`config.mk`:
```
export PLATFORM = sky130hd
export DESIGN_NAME = dsp_ctrl
export DESIGN_NICKNAME = d
export VERILOG_FILES = /design/src/rtl/dsp_pkg.sv /design/src/rtl/dsp_ctrl.sv
export SDC_FILE = /design/constraint.sdc
export NUM_CORES = 1
export LEC_CHECK = 0
export BUFFER_PORTS_ARGS = -buffer_cell sky130_fd_sc_hd__buf_2
export CELL_PAD_IN_SITES_DETAIL_PLACEMENT = 1
export CELL_PAD_IN_SITES_GLOBAL_PLACEMENT = 1
export CORE_AREA = 10 10 47 49
export DETAILED_ROUTE_END_ITERATION = 16
export DIE_AREA = 0 0 57 59
export MAX_ROUTING_LAYER = met4
export PLACE_DENSITY = 0.75
export SETUP_SLACK_MARGIN = 0.5
export SYNTH_ARGS = -nofsm -noshare
export SYNTH_HDL_FRONTEND = slang
export SYNTH_SLANG_ARGS = --single-unit
```
`constraint.sdc`:
```
create_clock -name clk -period 3.15 [get_ports clk]
set_input_delay 0.4725 -clock clk [delete_from_list [all_inputs] [get_ports clk]]
set_output_delay 0.4725 -clock clk [all_outputs]
set_load 0.01 [all_outputs]
```
`src/rtl/dsp_pkg.sv`:
```
// ----------------------------------------------------------------------------
// dsp_pkg
// Shared constants and types for the DAG shortest-path block.
// ----------------------------------------------------------------------------
package dsp_pkg;
	localparam int MaxNodesDef   = 32;
	localparam int MaxEdgesDef   = 256;
	localparam int WeightBitsDef = 16;

	localparam logic [1:0] CMD_ADD     = 2'd0;
	localparam logic [1:0] CMD_COMPUTE = 2'd1;
	localparam logic [1:0] CMD_CLEAR   = 2'd2;

	localparam logic [31:0] DIST_INF = 32'h7FFF_FFFF;
	localparam logic [5:0]  NODE_COUNT_RESET = 6'd32;

	localparam logic [0:0] REG_NODE_COUNT = 1'd0;

	// Controller to datapath.
	typedef struct packed {
		logic clr_work;    // clear visited, reached, stack, order
		logic seed;        // push root_q as a new search root unless visited
		logic scan;        // examine edge at edge cursor during search
		logic pop;         // finish top of stack
		logic set_src;
		logic relax;       // relax edge for current topo node
		logic next_topo;   // step to the next node in topological order
		logic emit;        // produce one result row
	} dsp_cmd_t;

	// Datapath to controller.
	typedef struct packed {
		logic stack_empty;
		logic edge_end;     // cursor reached edge_total
		logic root_done;
		logic topo_done;
		logic node_skip;
		logic emit_done;
	} dsp_sts_t;

	function automatic logic [31:0] sat_add(input logic [31:0] a, input logic [31:0] b);
		logic [32:0] s;
		s = {a[31], a} + {b[31], b};
		if (s[32] != s[31]) return s[32] ? 32'h8000_0000 : 32'h7FFF_FFFF;
		return s[31:0];
	endfunction
endpackage

```
`src/rtl/dsp_ctrl.sv`:
```
// ----------------------------------------------------------------------------
// dsp_ctrl
// Sequencer for the clear, search, relaxation and report phases.
// ----------------------------------------------------------------------------
module dsp_ctrl
	import dsp_pkg::*;
(
	input  logic       clk,
	input  logic       arst_n,
	input  logic       start,
	output logic       busy,
	input  dsp_sts_t   sts,
	output dsp_cmd_t   cmd
);
	localparam logic [3:0] S_IDLE  = 4'd0;
	localparam logic [3:0] S_CLR   = 4'd1;
	localparam logic [3:0] S_ROOT  = 4'd2;
	localparam logic [3:0] S_RD    = 4'd3;
	localparam logic [3:0] S_SCAN  = 4'd4;
	localparam logic [3:0] S_SRC   = 4'd5;
	localparam logic [3:0] S_TNODE = 4'd6;
	localparam logic [3:0] S_RRD   = 4'd7;
	localparam logic [3:0] S_REL   = 4'd8;
	localparam logic [3:0] S_EMIT  = 4'd9;

	logic [3:0] state_q, state_d;

	always_comb begin
		state_d = state_q;
		cmd = '0;
		busy = (state_q != S_IDLE);
		unique case (state_q)
			S_IDLE: if (start) state_d = S_CLR;
			S_CLR: begin
				cmd.clr_work = 1'b1;
				state_d = S_ROOT;
			end
			S_ROOT: begin
				if (sts.root_done) state_d = S_SRC;
				else begin
					cmd.seed = 1'b1;
					state_d = S_RD;
				end
			end
			// Spacer state between one search step and the next.
			S_RD: state_d = S_SCAN;
			S_SCAN: begin
				if (sts.stack_empty) state_d = S_ROOT;
				else if (sts.edge_end) begin
					cmd.pop = 1'b1;
					state_d = S_RD;
				end else begin
					cmd.scan = 1'b1;
					state_d = S_RD;
				end
			end
			S_SRC: begin
				cmd.set_src = 1'b1;
				state_d = S_TNODE;
			end
			S_TNODE: begin
				if (sts.topo_done) state_d = S_EMIT;
				else state_d = S_RRD;
			end
			S_RRD: state_d = S_REL;
			S_REL: begin
				if (sts.node_skip || sts.edge_end) begin
					cmd.next_topo = 1'b1;
					state_d = S_TNODE;
				end else begin
					cmd.relax = 1'b1;
					state_d = S_RRD;
				end
			end
			S_EMIT: begin
				cmd.emit = 1'b1;
				if (sts.emit_done) state_d = S_IDLE;
			end
			default: state_d = S_IDLE;
		endcase
	end

	always_ff @(posedge clk or negedge arst_n) begin
		if (!arst_n) state_q <= S_IDLE;
		else state_q <= state_d;
	end
endmodule

```
==> results by group <==
Placed design
  • PortBufs: 17
  • Post-DP HPWL: 938 um
  • Final RePlAce weighted congestion: 0.791
  • Placed insts: 75

STA
  • Part of the cycle the worst path needs: 65.4%
  • Final Hold Fails: 0
  • Final Critical Period: 2060 ps
  • Achievable frequency: 486 MHz
  • Final Slew Violations: 0
  • Slew headroom: 76.9%
  • Worst-margin pin slew: 347 ps
  • Max Clock Skew: 1.60 ps
  • Hold Slack: 37.2 ps
  • Setup_tns: 0 ps
  • RSZ-0062 raised after global routing: false
  • Final setup viols: 0

Routing
  • Wirelength per Cell: 14.6 um
  • Drt initial violations: 2
  • Iteration count of the initial detailed-routing pass: 3
  • Vias per cell: 5.10
  • Final WL: 1140 um
  • DRC: 0
  • ANT nets after route: 0
  • DR vias: 398

Layout
  • Layout cells sized above 1: 38.7%
  • Largest Register: state_q
  • Max FFs per register: 4
  • Fillers: 177
  • Layout net count: 73
  • Multi-input gate area: 239 um^2
  • Area growth, synth to finish: 28.6%
  • Largest regs: state_q x4
  • Non-filler instance count after layout: 78
  • N_diodes: 0
  • Finished Core Util: 33.3%
  • Register area: 100 um^2

CTS
  • Num CTS Buffers: 3
  • Post-CTS Setup Inserts: 0
  • Sink Count: 4
  • Post_cts resized: 0
  • H-tree depth: 1
  • CTS Buffer Depth: 2
  • CTS tree: yes
  • Post-CTS Hold Buffers: 0
  • CTS clk-pin slew, worst paths: 40 ps
  • CTS root buf: clkbuf_4
  • Latest clock arrival within the worst-skew pair: 230 ps

Critical path
  • Crit path launch type: register
  • Worst path cell trace: or4b_4 > nor3_1 > buf_2
  • CP arrival: 1590 ps
  • Critical-path maximum fanout: 10
  • R2r startpoint: state_q[1]
  • Largest delay share family, worst path: simple AND/OR/NAND/NOR gates
  • Worst stage delay on the critical path: 600 ps
  • CP Capture Type: output port
  • CP max-delay cell: or4b_4
  • Critical path buffer and inverter count: 1
  • Worst reg2reg setup slack: 1560 ps
  • R2r endpoint: state_q[0]
  • WS Path Type: reg2out
  • Worst R2R Path Depth: 3
  • CP Data Required Time: 2680 ps

Logic synthesis
  • Top FF cell, synth: dfrtp_1
  • Synth top area cells: dfrtp_1 (28%), nor2_1 (9.3%), nor3_1 (5.5%)
  • Syn. warnings: 0
  • Syn Area/Cell: 7.89 um^2
  • Mapped Area: 363 um^2
  • Biggest area consumer among synthesized cells: dfrtp_1
  • Mapped Nets: 55
  • Mapped Cells: 46
  • Area share of the largest cell type after synthesis: 27.6%
  • Post-synth EDFFs: 0
  • Sequential share of the synthesized area: 27.6%
  • Async SR Flop Fraction: 100%
  • Synth Register Bits: 4
  • Yosys cell types: 26

Power
  • Leak pwr: 0.224 nW
  • PnR Total Power: 0.411 mW
  • Maximum vdd drop: 0.361 mV
  • Pwr dens: 880 nW/um^2

GRT
  • First-pass GRT wire length: 1920 um
  • Vias in the first global route: 459
  • Global Route Usage Sum: 7.59%
  • Antenna violations before repair: 0
  • Total global routing overflow: 0
  • Largest net degree at the start of global routing: 15

Floorplan
  • Die Span X: 57 um
  • Starting Density: 25.9%
  • Cell row count: 14
  • Top Ports: 18
  • Total core area: 1400 um^2
  • Die Y: 59 um
  • Die footprint: 3360 um^2

Min path
  • Worst hold path class: in2async

Run status
  • Status: finished, final reports clean

Flow run
  • Max-cap violation count: 0
## area by class of cell
cell class	count	share of cell area, %
Clock buffer	3	4.83
Multi-Input combinational cell	38	51.2
Sequential cell	4	21.4
Tap cell	16	4.29
Timing Repair Buffer	17	18.2
## layer usage
layer	part of all wire [%]	up-vias	GRT usage (%)
li1	-	200	-
met4	0	0	6.38
met2	44	16	10.9
met5	0	-	-
met3	6.1	0	3.22
met1	50	182	7.93
## report_power, final
group / internal [mW] / switching, mW / total, mW
Combinational: 0.108 / 0.107 / 0.214
Clock: 0.0424 / 0.0179 / 0.0603
Sequential: 0.0756 / 0.0607 / 0.136
Total: 0.226 / 0.185 / 0.411
## metrics by stage
stage | area (um^2) | worst slack (ps)
final | 467 | 1090
after global routing | 467 | 982
after CTS | 467 | 1090
after detailed placement | 444 | 1340
after global placement | 444 | 1360
after floorplan | 363 | 1370
## cell families (layout without fill, tap and decap cells)
| group | Yosys count | count (layout) | synth area share [%] |
|---|---|---|---|
| multiplexers | 1 | 1 | 3.10 |
| buffers and inverters | 4 | 20 | 6.55 |
| AND/OR/NAND/NOR | 28 | 28 | 44.5 |
| flip-flops | 4 | 4 | 27.6 |
| AO/OA/AOI/OAI | 9 | 9 | 18.3 |
## synthesized netlist by cell type (2+ instances only)
cell / n
nor2_1: 9
dfrtp_1: 4
nor3_1: 4
nand2b_1: 3
clkbuf_1: 2
o21ai_0: 2
o21ai_1: 2
or3_1: 2
## cell usage in the layout, fill, tap and decap left out
| master | netlist | layout |
|---|---|---|
| a21o_1 | 1 | 1 |
| o21ai_1 | 2 | 2 |
| nand2_1 | 1 | 1 |
| or2_2 | 1 | 1 |
| nand4b_1 | 1 | 1 |
| nand2b_1 | 3 | 3 |
| nor4_1 | 1 | 1 |
| mux2_2 | 1 | 1 |
| nor4b_1 | 1 | 1 |
| and3b_1 | 1 | 1 |
| nor2_1 | 9 | 9 |
| nor3_1 | 4 | 4 |
| o32ai_2 | 1 | 1 |
| nor2b_1 | 1 | 1 |
| o31a_1 | 1 | 1 |
| a31o_1 | 1 | 1 |
| or3_1 | 2 | 2 |
| or4_1 | 1 | 1 |
| a21oi_1 | 1 | 1 |
| dfrtp_1 | 4 | 4 |
| o21ai_0 | 2 | 2 |
| clkbuf_4 | 0 | 3 |
| or4b_4 | 1 | 1 |
| buf_2 | 1 | 17 |
| or2_1 | 1 | 1 |
## how the worst max path moves through the flow
stage               start  endpoint  depth (start not counted)
2_1_floorplan  state_q[1]    cmd[2]                          3
4_1_cts        state_q[1]    cmd[2]                          3
3_5_place_dp   state_q[1]    cmd[2]                          3
6_report       state_q[1]    cmd[2]                          3
3_3_place_gp   state_q[1]    cmd[2]                          3
5_1_grt        state_q[2]    cmd[2]                          3
Note: power is estimated with default switching activity, not from simulation.
